`src/hdl/avg_pool_2x2_downscale_unit_macros.svh`:
```
// assertion macros shared by the 2x2 average pooling rtl
`ifndef AVG_POOL_2X2_DOWNSCALE_UNIT_MACROS_SVH
`define AVG_POOL_2X2_DOWNSCALE_UNIT_MACROS_SVH

// same-cycle implication, checked outside reset
`define AVGP_ASSERT_NOW(lbl, ante, cons, msg) \
    lbl: assert property (@(posedge i_clk) disable iff (!i_rst_n) (ante) |-> (cons)) \
        else $error(msg);

// next-cycle implication, checked outside reset
`define AVGP_ASSERT_NEXT(lbl, ante, cons, msg) \
    lbl: assert property (@(posedge i_clk) disable iff (!i_rst_n) (ante) |=> (cons)) \
        else $error(msg);

`endif

```
`src/hdl/avgp_pkg.sv`:
```
// shared constants and types for the 2x2 average pooling unit
package avgp_pkg;

    localparam int MAX_COLS_DEF    = 1024;
    localparam int SAMPLE_BITS_DEF = 16;
    localparam int MAX_ROWS        = 4096;

    localparam int ROW_W          = 12;
    localparam int ROW_WIDTH_W    = 11;
    localparam int FRAME_ROWS_W   = 13;
    localparam int CMP_W          = 14;
    localparam int CFG_DATA_W     = 13;
    localparam int CFG_IDX_W      = 1;

    localparam logic [CFG_IDX_W-1:0] CFG_IDX_ROW_WIDTH  = 1'd0;
    localparam logic [CFG_IDX_W-1:0] CFG_IDX_FRAME_ROWS = 1'd1;

    localparam logic [ROW_WIDTH_W-1:0]  ROW_WIDTH_RST  = 11'd1024;
    localparam logic [FRAME_ROWS_W-1:0] FRAME_ROWS_RST = 13'd1024;

    // scan position flags for the word being accepted
    typedef struct packed {
        logic odd_col;
        logic odd_row;
        logic last_col;
        logic last_row;
    } t_scan;

endpackage

```
`src/hdl/avgp_scan_ctrl.sv`:
```
// column and row counters with effective frame size
module avgp_scan_ctrl import avgp_pkg::*; #(
    parameter int MAX_COLS = MAX_COLS_DEF,
    parameter int COL_W    = 10,
    parameter int IDX_W    = 9
) (
    input  logic                    i_clk,
    input  logic                    i_rst_n,
    input  logic                    i_adv,
    input  logic [ROW_WIDTH_W-1:0]  i_row_width,
    input  logic [FRAME_ROWS_W-1:0] i_frame_rows,
    output t_scan                   o_pos,
    output logic [IDX_W-1:0]        o_idx
);

    logic [COL_W-1:0]        r_col, n_col;
    logic [ROW_W-1:0]        r_row, n_row;
    logic [ROW_WIDTH_W-1:0]  w_even;
    logic [FRAME_ROWS_W-1:0] h_even;
    logic [CMP_W-1:0]        w_eff;
    logic [FRAME_ROWS_W-1:0] h_eff;
    logic                    last_col, last_row;

    assign w_even = {i_row_width[ROW_WIDTH_W-1:1], 1'b0};
    assign h_even = {i_frame_rows[FRAME_ROWS_W-1:1], 1'b0};

    // clamp to 2 .. max, even
    always_comb begin
        w_eff = CMP_W'(w_even);
        if (w_even == '0) begin
            w_eff = CMP_W'(2);
        end else if (CMP_W'(w_even) > CMP_W'(MAX_COLS)) begin
            w_eff = CMP_W'(MAX_COLS) & ~CMP_W'(1);
        end
        h_eff = h_even;
        if (h_even == '0) begin
            h_eff = FRAME_ROWS_W'(2);
        end else if (h_even > FRAME_ROWS_W'(MAX_ROWS)) begin
            h_eff = FRAME_ROWS_W'(MAX_ROWS);
        end
    end

    assign last_col = (CMP_W'(r_col) + CMP_W'(1)) >= w_eff;
    assign last_row = (FRAME_ROWS_W'(r_row) + FRAME_ROWS_W'(1)) >= h_eff;

    always_comb begin
        n_col = r_col;
        n_row = r_row;
        if (i_adv) begin
            if (last_col) begin
                n_col = '0;
                n_row = last_row ? '0 : r_row + ROW_W'(1);
            end else begin
                n_col = r_col + COL_W'(1);
            end
        end
    end

    always_ff @(posedge i_clk) begin
        if (!i_rst_n) begin
            r_col <= '0;
            r_row <= '0;
        end else begin
            r_col <= n_col;
            r_row <= n_row;
        end
    end

    assign o_pos.odd_col  = r_col[0];
    assign o_pos.odd_row  = r_row[0];
    assign o_pos.last_col = last_col;
    assign o_pos.last_row = last_row;
    assign o_idx          = IDX_W'(r_col >> 1);

endmodule

```
`config.mk`:
```
export PLATFORM = sky130hd
export DESIGN_NAME = avgp_scan_ctrl
export DESIGN_NICKNAME = d
export VERILOG_FILES = /design/src/hdl/avg_pool_2x2_downscale_unit_macros.svh /design/src/hdl/avgp_pkg.sv /design/src/hdl/avgp_scan_ctrl.sv
export SDC_FILE = /design/constraint.sdc
export NUM_CORES = 1
export LEC_CHECK = 0
export ABC_AREA = 1
export BUFFER_PORTS_ARGS = -buffer_cell sky130_fd_sc_hd__buf_2
export CAP_MARGIN = 5
export CORE_MARGIN = 8
export CORE_UTILIZATION = 50
export CTS_BUF_LIST = sky130_fd_sc_hd__clkbuf_4 sky130_fd_sc_hd__clkbuf_8 sky130_fd_sc_hd__clkbuf_16
export DETAILED_ROUTE_END_ITERATION = 8
export GPL_ROUTABILITY_DRIVEN = 1
export GPL_TIMING_DRIVEN = 1
export PLACE_DENSITY = 0.71
export SLEW_MARGIN = 5
export SYNTH_ARGS = -nofsm -noshare
export SYNTH_HDL_FRONTEND = slang
export SYNTH_SLANG_ARGS = --single-unit
```
`constraint.sdc`:
```
create_clock -name i_clk -period 7.5 [get_ports i_clk]
set_input_delay 0.75 -clock i_clk [delete_from_list [all_inputs] [get_ports i_clk]]
set_output_delay 0.75 -clock i_clk [all_outputs]
set_load 0.005 [all_outputs]
```
; Word-level counts from Yosys, hierarchy flattened
; Cells that the tools add are included.
[op_classes]
order_cmp = 4
reduce_logical = 3
mux = 6
n_addsub = 4
[ops]
columns = op, count
row1 = 13-bit 2-to-1 mux, 2
row2 = 11-bit by 14-bit greater-or-equal comparator with 1-bit output, 1
row3 = 14-bit 2-to-1 mux, 1
row4 = 12-bit by 1-bit adder with 13-bit output (second input constant), 1
row5 = 13-bit greater-or-equal comparator, 1
row6 = 13-bit > comparator (second input constant), 1
row7 = 13-bit logical NOT, 1
row8 = 12-bit by 1-bit adder with 12-bit output (second input constant), 1
row9 = 12-bit 2-to-1 mux, 1
row10 = 10-bit by 1-bit adder with 11-bit output (second input constant), 1
row11 = 11-bit > comparator (second input constant), 1
row12 = 11-bit logical NOT, 1
row13 = 11-bit 2-to-1 mux, 1
row14 = 10-bit by 1-bit adder with 10-bit output (second input constant), 1
row15 = 10-bit 2-to-1 mux, 1
row16 = 2-bit AND reduction, 1
[word_totals]
inputBits = 27
output_inout_bits = 13
elab_cells = 19
regBits = 22

; Depth between registers and ports, before layout
; Gate-level depths: netlist of run 1.
[depth]
depth_word = 5
depth_mapped = 20
ltp_nobuf = 19

; Least setup slack after synthesis of run 1
; OpenSTA, ideal clock, no wires.
[synth_path]
path_kind = input -> output
start = in i_frame_rows[1]
end = out o_pos[0] (netlist bit)
t_arrival_ns = 2.405
setup_slack_ns = 4.345
cell_stages = 13
required_time_ns = 6.750
path_buffers = 2
cell_sequence = nor4_1 > nand3_1 > nand2_1 > nand2_1 > ha_1 > nand2_1 > nand2_1 > a21oi_1 > nand2_1 > nor2_2 > nand2_2 > buf_4 > buf_4
[synth_via]
elab_chain_len = 4
[synth_lines]
columns = element, line
row1 = "start, declared", avgp_scan_ctrl.sv:11  ; input logic [FRAME_ROWS_W-1:0] i_frame_rows,
row2 = 13-bit > comparator, avgp_scan_ctrl.sv:38  ; end else if (h_even > FRAME_ROWS_W'(MAX_ROWS)) begin
row3 = 13-bit 2-to-1 mux, avgp_scan_ctrl.sv:38
row4 = 13-bit 2-to-1 mux (*), avgp_scan_ctrl.sv:36  ; if (h_even == '0) begin
row5 = 13-bit greater-or-equal comparator (*), avgp_scan_ctrl.sv:44  ; assign last_row = (FRAME_ROWS_W'(r_row) + FRAME_ROWS_W'(1)) >= h_eff;
row6 = "end, declared", avgp_scan_ctrl.sv:12  ; output t_scan o_pos,
; Mark *: on every way between the ends. The rest lies on a longest branch, timed or not.

==> results.toml, run 1 <==
[worst_setup_path]
r2r_setup_slack_ns = 4.78
reg2reg_from = "r_col[0]"
crit_fanout = 11
rr_worst_depth = 16
cp_data_arrival_time_ns = 2.85
r2r_end = "r_row[7]"
cpMaxStageDelayCell = "nor4_1"
cpPeakStageDelay_ns = 0.30
path_delay_family = "simple AND/OR/NAND/NOR gates"
required_ns = 6.75
path_class = "in2out"
cpMostUsedCell = "nand2_1"
crit_buf_inv = 3
path_cells = "buf_2 > nor4_1 > nand3_1 > nand2_1 > nand2_1 > ha_1 > inv_1 > nor2_1 > nor2_1 > o21ai_0 > nand2_1 > nand2_2 > buf_2"
cp-end-kind = "primary output"
start_kind = "input pin"

[yosys]
yosysTopAreaCell = "dfxtp_1"
syn-instance-count = 333
synthTopCellsByArea = "dfxtp_1 21%, nand2_1 19%, ha_1 14%"
yosysUniqueCellTypes = 31
synthFlopType = "dfxtp_1"
synth_top_family_by_area = "simple AND/OR/NAND/NOR gates"
synth_compound_gate_area_share_pct = 6.10
ys_seq_area_share_pct = 21.1
yosysWarnings = 0
async_flop_share_pct = 0
synth_top_area_share_pct = 21.1
synth.cell_area_sq_um = 2090
synth-simple-area-share_pct = 41.9
synth.area.mux_share_pct = 0
synth_nets = 384
synth_edf_count = 0
yosysMostFrequentCell = "nand2_1"
yosys-top-cells-count = "108 x nand2_1, 50 x nor2_1, 42 x inv_1"
avgSynthCellArea_sq_um = 6.28
synthAdderAreaFrac_pct = 14.4
synth_seq_cells = 22
synth_xor_area_share_pct = 5.74

[sta]
slew_headroom_pct = 70.2
final.period_utilization_pct = 47.9
fmax_mhz = 278
fin_skew_ns = 0.00145
worstMarginPinSlew_ns = 0.446
setup_violations = 0
drv_slew = 0
fin_crit_ns = 3.60
rsz0062_at_grt = "no"
fin_tns_setup_ns = 0
hold_viol_final = 0

[die]
rows = 23
initial_core_util_pct = 51.9
die_h_microns = 80.7
io_pins = 40
die-area_sq_um = 6510
die_w_microns = 80.7
coreArea_sq_um = 4030

[clock_network]
cts_tree = "yes"
post-cts-setup-buffer-count = 0
clk_latency_ns = 0.26
root_buffer = "clkbuf_8"
cts_resized = 0
path_clk_slew_ns = 0.07
cts_sinks = 22
cts_hold_buf = 0
htreeDepth = 1
numCtsBuffers = 3
clock_path_buffers = 2

[finish]
layout.nets = 418
area_growth_pct = 11.1
fill_cells = 418
layout-drive-gt1-share_pct = 17.3
insertedDiodeCount = 0
final_cells = 415

[power]
p_int_w = 0.000175
seq_power_share_pct = 50.4
power_frac_comb_pct = 20.2
p_sw_w = 0.0000682
p_leak_nw = 1.26
p_total_w = 0.000243
switching_share_pct = 28.1
irDropWorstVdd_mv = 0.118
power_density_nw_per_um2 = 105
pwr-share-clk_pct = 29.5

[grt]
grt_pass1_vias = 1784
gr-usage-met3_pct = 3.24
use_met1_pct = 18.2
grt_util_met2_pct = 22.9
grt_pass1_wl_microns = 7490
gr-total-overflow = 0
track_usage_pct = 13.8
antenna_found_initial = 0
grt_most_used_layer = "met2"
grt_max_degree = 21

[placement]
gp_congestion = 0.807
port_buffers = 37
place_hpwl_microns = 3640
placed_cells = 412

[route]
wl_per_cell_microns = 10.6
drt_iter0_drc = 96
drtAntennaViolNets = 0
drt_pass1_iterations = 4
drc = 0
vias_per_cell = 4.75
vias = 1972
finalWirelength_microns = 4390

[hold_path]
hp-class = "reg2reg"
hp-start = "r_col[1]"
hold_end = "r_col[1]"
hold_path_depth = 2

[outcome]
status = "finished clean"

[run]
maxCapViolations = 0
==> worst max-delay path by stage <==
stage	start	end	slack (ns)	cells past startpoint
floorplan	i_frame_rows[1]	o_pos[0]	4.34	13
global placement	i_frame_rows[1]	o_pos[0]	3.96	13
CTS	i_frame_rows[1]	o_pos[0]	3.90	13
detailed placement	i_frame_rows[1]	o_pos[0]	3.90	13
global route	r_row[0]	o_pos[0]	3.69	15
finish	i_frame_rows[1]	o_pos[0]	3.90	13
==> state kept, by name, summed over array words and instances, names as in the netlist <==
signal	flops
r_row	12
r_col	10
==> power by group through the flow <==
| stage | logic, W | clock network, W | registers (W) |
|---|---|---|---|
| after detailed placement | 0.0000492 | 0 | 0.000125 |
| final | 0.0000490 | 0.0000716 | 0.000122 |
| after global routing | 0.0000576 | 0.0000801 | 0.000123 |
| after CTS | 0.0000495 | 0.0000735 | 0.000122 |
| after global placement | 0.0000479 | 0 | 0.000125 |
| after floorplan | 0.0000344 | 0 | 0.000125 |
==> layout by cell type, fill, tap and decap left out, drive strengths merged <==
cell	netlist	final
a21oi	17	17
and2	1	1
inv	43	43
buf	7	37
nand3	18	18
ha	24	24
o21a	1	1
nor4	5	5
xnor2	3	3
o21ai	4	4
nor3	3	3
nor2	58	58
nand2	114	114
xor2	9	9
clkinv	2	2
dfxtp	22	22
clkbuf	1	3
a21boi	1	1
==> worst reg2reg max path, delay by kind of cell (launching register included) <==
family,cells,cell delay (ns)
AND/OR/NAND/NOR,11,1.24
buffers and inverters,1,0.04
XOR/XNOR,1,0.16
AO/OA/AOI/OAI,1,0.21
flip-flops,1,0.44
adder cells (fa/ha/maj),2,0.53
==> kinds of logic after synthesis <==
| kind of cell | Yosys count |
|---|---|
| xor+xnor | 12 |
| simple gates | 199 |
| fa+ha+maj | 24 |
| buf+inv | 53 |
| flops | 22 |
| compound gates | 23 |
==> routing by layer <==
metal  vias up  share of wire [%]
met5         -                  0
met4         0               0.39
met3         5                3.1
met2        32                 45
met1       838                 51
li1       1097                  -
==> final cells by class <==
cell class                      count  area [sq um]  area share (%)
Multi-Input combinational cell    258          1430            61.3
Inverter                           45           169            7.27
Clock buffer                        3          41.3            1.78
Sequential cell                    22           440            19.0
Tap cell                           50          62.6            2.69
Timing Repair Buffer               37           185            7.97
==> through the flow <==
step | utilization (%) | area, sq um | hold slack, ns | setup WS, ns
floorplan | - | 2090 | 0.491 | 4.34
CTS | 57.7 | 2320 | 0.511 | 3.90
detailed placement | 56.6 | 2280 | 0.499 | 3.90
global route | 57.7 | 2320 | 0.535 | 3.69
global placement | 56.6 | 2280 | 0.497 | 3.96
finish | 57.7 | 2320 | 0.513 | 3.90
(Power assumes the default switching activity.)
==> inputs of run 2 (changes only) <==
==> constraint.sdc (replaced) <==
create_clock -name i_clk -period 3.6 [get_ports i_clk]
set_input_delay 0.36 -clock i_clk [delete_from_list [all_inputs] [get_ports i_clk]]
set_output_delay 0.36 -clock i_clk [all_outputs]
set_load 0.005 [all_outputs]
==> run 2 against run 1 <==
Sequential power increased by 110%. Clock skew rose by 0.0022 ns. Largest power group unchanged. Largest cell class unchanged. Register-to-register slack worse by 3.9 ns. Flip-flop and latch count did not move. Worst setup slack got worse by 3.4 ns. Hold slack worse by 0.12 ns. Global-route usage grew 0.40 points. Design area is 0.59% higher. Non-clock buffer count unchanged.
==> results.toml, run 2 (synthesized netlist as in run 1, its figures left out) <==
[worst_setup_path]
cpMostUsedCell = "nand2_1"
crit_fanout = 11
path_delay_family = "simple AND/OR/NAND/NOR gates"
cpMaxStageDelayCell = "dfxtp_1"
cpPeakStageDelay_ns = 0.42
path_class = "reg2out"
cp-end-kind = "primary output"
path_cells = "ha_1 > nand2_1 > inv_1 > nand3_2 > nor2_2 > nand3_1 > nor4_1 > ha_1 > nand2_1 > inv_1 > a21oi_1 > nand2_1 > nor2_2 > nand2_2 > buf_2"
crit_buf_inv = 3
cp_data_arrival_time_ns = 2.76
required_ns = 3.24
start_kind = "flop"

[power]
p_leak_nw = 1.27
irDropWorstVdd_mv = 0.274
power_density_nw_per_um2 = 229
seq_power_share_pct = 47.7
pwr-share-clk_pct = 33.3
power_frac_comb_pct = 19.0
p_int_w = 0.000387
switching_share_pct = 27.6
p_sw_w = 0.000148

[clock_network]
numCtsBuffers = 3
cts_sinks = 22
path_clk_slew_ns = 0.08
cts_hold_buf = 0
clk_latency_ns = 0.26
htreeDepth = 1
clock_path_buffers = 2
post-cts-setup-buffer-count = 0
cts_tree = "yes"
cts_resized = 0
root_buffer = "clkbuf_8"

[run]
maxCapViolations = 0

[sta]
slew_headroom_pct = 69.7
fmax_mhz = 321
worstMarginPinSlew_ns = 0.454
fin_crit_ns = 3.12
setup_slack_ns = 0.481
fin_tns_setup_ns = 0
setup_violations = 0
hold_viol_final = 0
holdWs_ns = 0.396
fin_skew_ns = 0.00364
rsz0062_at_grt = "no"
final.period_utilization_pct = 86.6
drv_slew = 0

[finish]
area_growth_pct = 11.7
layout.nets = 418
fin_util_pct = 58.0
regMostFlops = "r_row"
fill_cells = 422
ff_latch_area_sq_um = 440
layout_common_cells = "108 x nand2_1, 50 x nor2_1, 42 x inv_1, 37 x buf_2, 24 x ha_1"
largest_reg_flops = 12
top_regs = "r_row x12, r_col x10"
layout-drive-gt1-share_pct = 17.5
insertedDiodeCount = 0
final_common_cell = "nand2_1"
multi_input_area_sq_um = 1430

[route]
wl_per_cell_microns = 10.4
vias = 2003
drtAntennaViolNets = 0
drc = 0
vias_per_cell = 4.81
drt_pass1_iterations = 4
finalWirelength_microns = 4330
drt_iter0_drc = 84

[outcome]
status = "finished clean"

[placement]
gp_congestion = 0.831
place_hpwl_microns = 3620
port_buffers = 37
post-place-ws_ns = 0.757

[grt]
grt_pass1_wl_microns = 7800
grt_max_degree = 21
use_met1_pct = 18.9
grt_pass1_vias = 1852
track_usage_pct = 14.2
grt_util_met2_pct = 23.3
gr-total-overflow = 0
gr-usage-met3_pct = 3.24
antenna_found_initial = 0
grt_most_used_layer = "met2"

[die]
rows = 23
die-area_sq_um = 6510
initial_core_util_pct = 51.9
die_h_microns = 80.7
io_pins = 40
die_w_microns = 80.7
coreArea_sq_um = 4030

[hold_path]
hp-class = "in2reg"
==> run 2: worst min-delay path, cell delays in order <==
cell and delay (ns):
buf_2 0.11, a21oi_1 0.06, o21a_1 0.09
==> run 2: layout make-up <==
| cell class | instances | share of cell area, % |
|---|---|---|
| multi-input cells | 258 | 61.0 |
| repair buffers | 37 | 7.92 |
| inverters | 45 | 7.23 |
| well taps | 50 | 2.68 |
| clock buffers | 4 | 2.36 |
| flip-flops and latches | 22 | 18.8 |
==> run 2: final timing paths <==
kind,from,to,slack [ns],cells past startpoint
setup / recovery,r_row[0],o_pos[0],0.48,15
hold / removal,i_adv,r_col[0],0.40,3
hold reg to reg,r_col[1],r_col[1],0.51,2
setup reg to reg,r_col[0],r_row[5],0.87,16
==> run 2: per-stage QoR <==
stage	cell area (sq um)	cells	power [W]
after global routing	2340	416	0.000571
final	2340	416	0.000534
after CTS	2340	416	0.000544
after detailed placement	2280	412	0.000363
after floorplan	2090	333	0.000331
after global placement	2280	412	0.000361
==> run 2: per-layer routing <==
metal / wire (microns) / up-vias
met3: 168 / 2
met5: 0 / -
met1: 2150 / 870
met2: 2000 / 27
met4: 14 / 0
li1: - / 1104
==> run 2: power groups by stage <==
stage                     combinational, W  sequential [W]  clock (W)
after floorplan                  0.0000717        0.000260          0
after global placement            0.000100        0.000260          0
after detailed placement          0.000102        0.000261          0
after CTS                         0.000103        0.000255   0.000187
after global routing              0.000120        0.000256   0.000196
final                             0.000101        0.000255   0.000178
==> inputs of run 3 (changes only) <==
--- a/config.mk
+++ b/config.mk
@@ -14,7 +14,7 @@
 export DETAILED_ROUTE_END_ITERATION = 8
 export GPL_ROUTABILITY_DRIVEN = 1
 export GPL_TIMING_DRIVEN = 1
-export PLACE_DENSITY = 0.71
+export PLACE_DENSITY = 0.73
 export SLEW_MARGIN = 5
 export SYNTH_ARGS = -nofsm -noshare
 export SYNTH_HDL_FRONTEND = slang
==> constraint.sdc (replaced) <==
create_clock -name i_clk -period 3.45 [get_ports i_clk]
set_input_delay 0.345 -clock i_clk [delete_from_list [all_inputs] [get_ports i_clk]]
set_output_delay 0.345 -clock i_clk [all_outputs]
set_load 0.005 [all_outputs]
==> run 3 against run 2 <==
Hold slack got worse by 0.024 ns. First-iteration DRC count rose by 18%. Flip-flop and latch count did not move. Sequential power rose by 4%. Largest power group unchanged. Core utilization did not move. Design area did not move. Global-route usage barely moved. Total power rose by 5.7%. Largest cell class unchanged.
==> results.toml, run 3 (synthesized netlist as in run 1, its figures left out) <==
[outcome]
status = "finished clean"

[run]
maxCapViolations = 0

[finish]
largest_reg_flops = 12
regMostFlops = "r_row"
insertedDiodeCount = 0
top_regs = "r_row x12, r_col x10"
final_cells = 416
layout.nets = 418
layout_common_cells = "108 x nand2_1, 50 x nor2_1, 42 x inv_1, 37 x buf_2, 24 x ha_1"
layout-drive-gt1-share_pct = 17.5
final_common_cell = "nand2_1"
area_growth_pct = 11.7
post-route-cell-area_sq_um = 2340

[worst_setup_path]
path_cells = "ha_1 > nand2_1 > inv_1 > nand3_2 > nor2_2 > nand3_1 > nor4_1 > ha_1 > nand2_1 > inv_1 > a21oi_1 > nand2_1 > nor2_2 > nand2_2 > buf_2"
path_depth = 15
start_kind = "flop"
cp-end-kind = "primary output"
cpMaxStageDelayCell = "dfxtp_1"
crit_buf_inv = 3
required_ns = 3.11
cp_data_arrival_time_ns = 2.82
path_class = "reg2out"
cpPeakStageDelay_ns = 0.43
crit_fanout = 11
rr_worst_depth = 17
cpMostUsedCell = "nand2_1"
path_delay_family = "simple AND/OR/NAND/NOR gates"

[clock_network]
numCtsBuffers = 3
cts_resized = 0
clock_path_buffers = 2
path_clk_slew_ns = 0.08
htreeDepth = 1
cts_sinks = 22
clk_latency_ns = 0.27
cts_tree = "yes"
cts_hold_buf = 0
root_buffer = "clkbuf_8"
post-cts-setup-buffer-count = 0

[power]
p_total_w = 0.000565
irDropWorstVdd_mv = 0.257
p_leak_nw = 1.27
power_density_nw_per_um2 = 242

[die]
io_pins = 40
die_w_microns = 80.7
die_h_microns = 80.7
rows = 23
die-area_sq_um = 6510
initial_core_util_pct = 51.9
coreArea_sq_um = 4030

[grt]
track_usage_pct = 14.3
grt_max_degree = 21
grt_pass1_wl_microns = 7870
grt_pass1_vias = 1849
antenna_found_initial = 0
gr-total-overflow = 0

[sta]
setup_violations = 0
worstMarginPinSlew_ns = 0.459
slew_headroom_pct = 69.4
fin_skew_ns = 0.00221
fin_tns_setup_ns = 0
fin_crit_ns = 3.17
hold_viol_final = 0
fmax_mhz = 316
rsz0062_at_grt = "no"
drv_slew = 0
final.period_utilization_pct = 91.9

[route]
vias = 1960
drc = 0
drt_iter0_drc = 99
drtAntennaViolNets = 0
finalWirelength_microns = 4430
vias_per_cell = 4.71
wl_per_cell_microns = 10.7
drt_pass1_iterations = 4

[placement]
place_hpwl_microns = 3600
gp_congestion = 0.843
port_buffers = 37
placed_area_sq_um = 2280
placed_cells = 412

[hold_path]
hp-class = "in2reg"
hold_path_depth = 3
-- run 3: cell counts in the layout (fill, tap and decap cells not counted) --
Identical to the previous run, type by type.
-- run 3: worst paths after layout --
path            start        to  slack [ns]
max          r_row[0]  o_pos[0]        0.28
min             i_adv  r_col[0]        0.37
max reg2reg  r_row[0]  r_row[7]        0.73
min reg2reg  r_col[5]  r_col[5]        0.51
-- run 3: layout make-up --
type | instances | area, sq um
fillers | 444 | 1690
repair buffers | 37 | 185
inverters | 45 | 169
clock buffers | 4 | 55.1
well taps | 50 | 62.6
flip-flops and latches | 22 | 440
multi-input cells | 258 | 1430
-- run 3: report_power, final --
part           internal, W  switching (W)  leakage [nW]  total [W]
Combinational    0.0000428      0.0000642          1.06   0.000107
Sequential        0.000259     0.00000651         0.178   0.000266
Clock             0.000102      0.0000902        0.0288   0.000192
Total             0.000404       0.000161          1.27   0.000565
-- run 3: worst register-to-register path, stage by stage, from the launching register on --
cell	delay [ns]
dfxtp_1	0.43
ha_1	0.19
nand2_1	0.05
inv_1	0.10
nand3_2	0.10
nor2_2	0.16
nand3_1	0.12
nor4_1	0.27
ha_1	0.31
nand2_1	0.09
inv_1	0.04
a21oi_1	0.13
nand2_1	0.07
nor2_2	0.13
nand2_2	0.18
nor2_1	0.14
nor2_1	0.06
nor2_1	0.09
-- run 3: metal layers --
layer  global-route usage, %  part of all wire, %  vias up
met2                    23.0                   44       22
li1                        -                    -     1107
met3                    2.90                  3.0        0
met1                    19.8                   53      831
met4                   0.536                    0        0
met5                       0                    0        -
-- run 3: per-stage QoR --
step | util, % | hold slack, ns | setup WS, ns
floorplan | - | 0.471 | 0.896
global placement | 56.6 | 0.497 | 0.640
detailed placement | 56.6 | 0.502 | 0.602
CTS | 58.0 | 0.366 | 0.289
global route | 58.0 | 0.403 | 0.0324
finish | 58.0 | 0.372 | 0.281
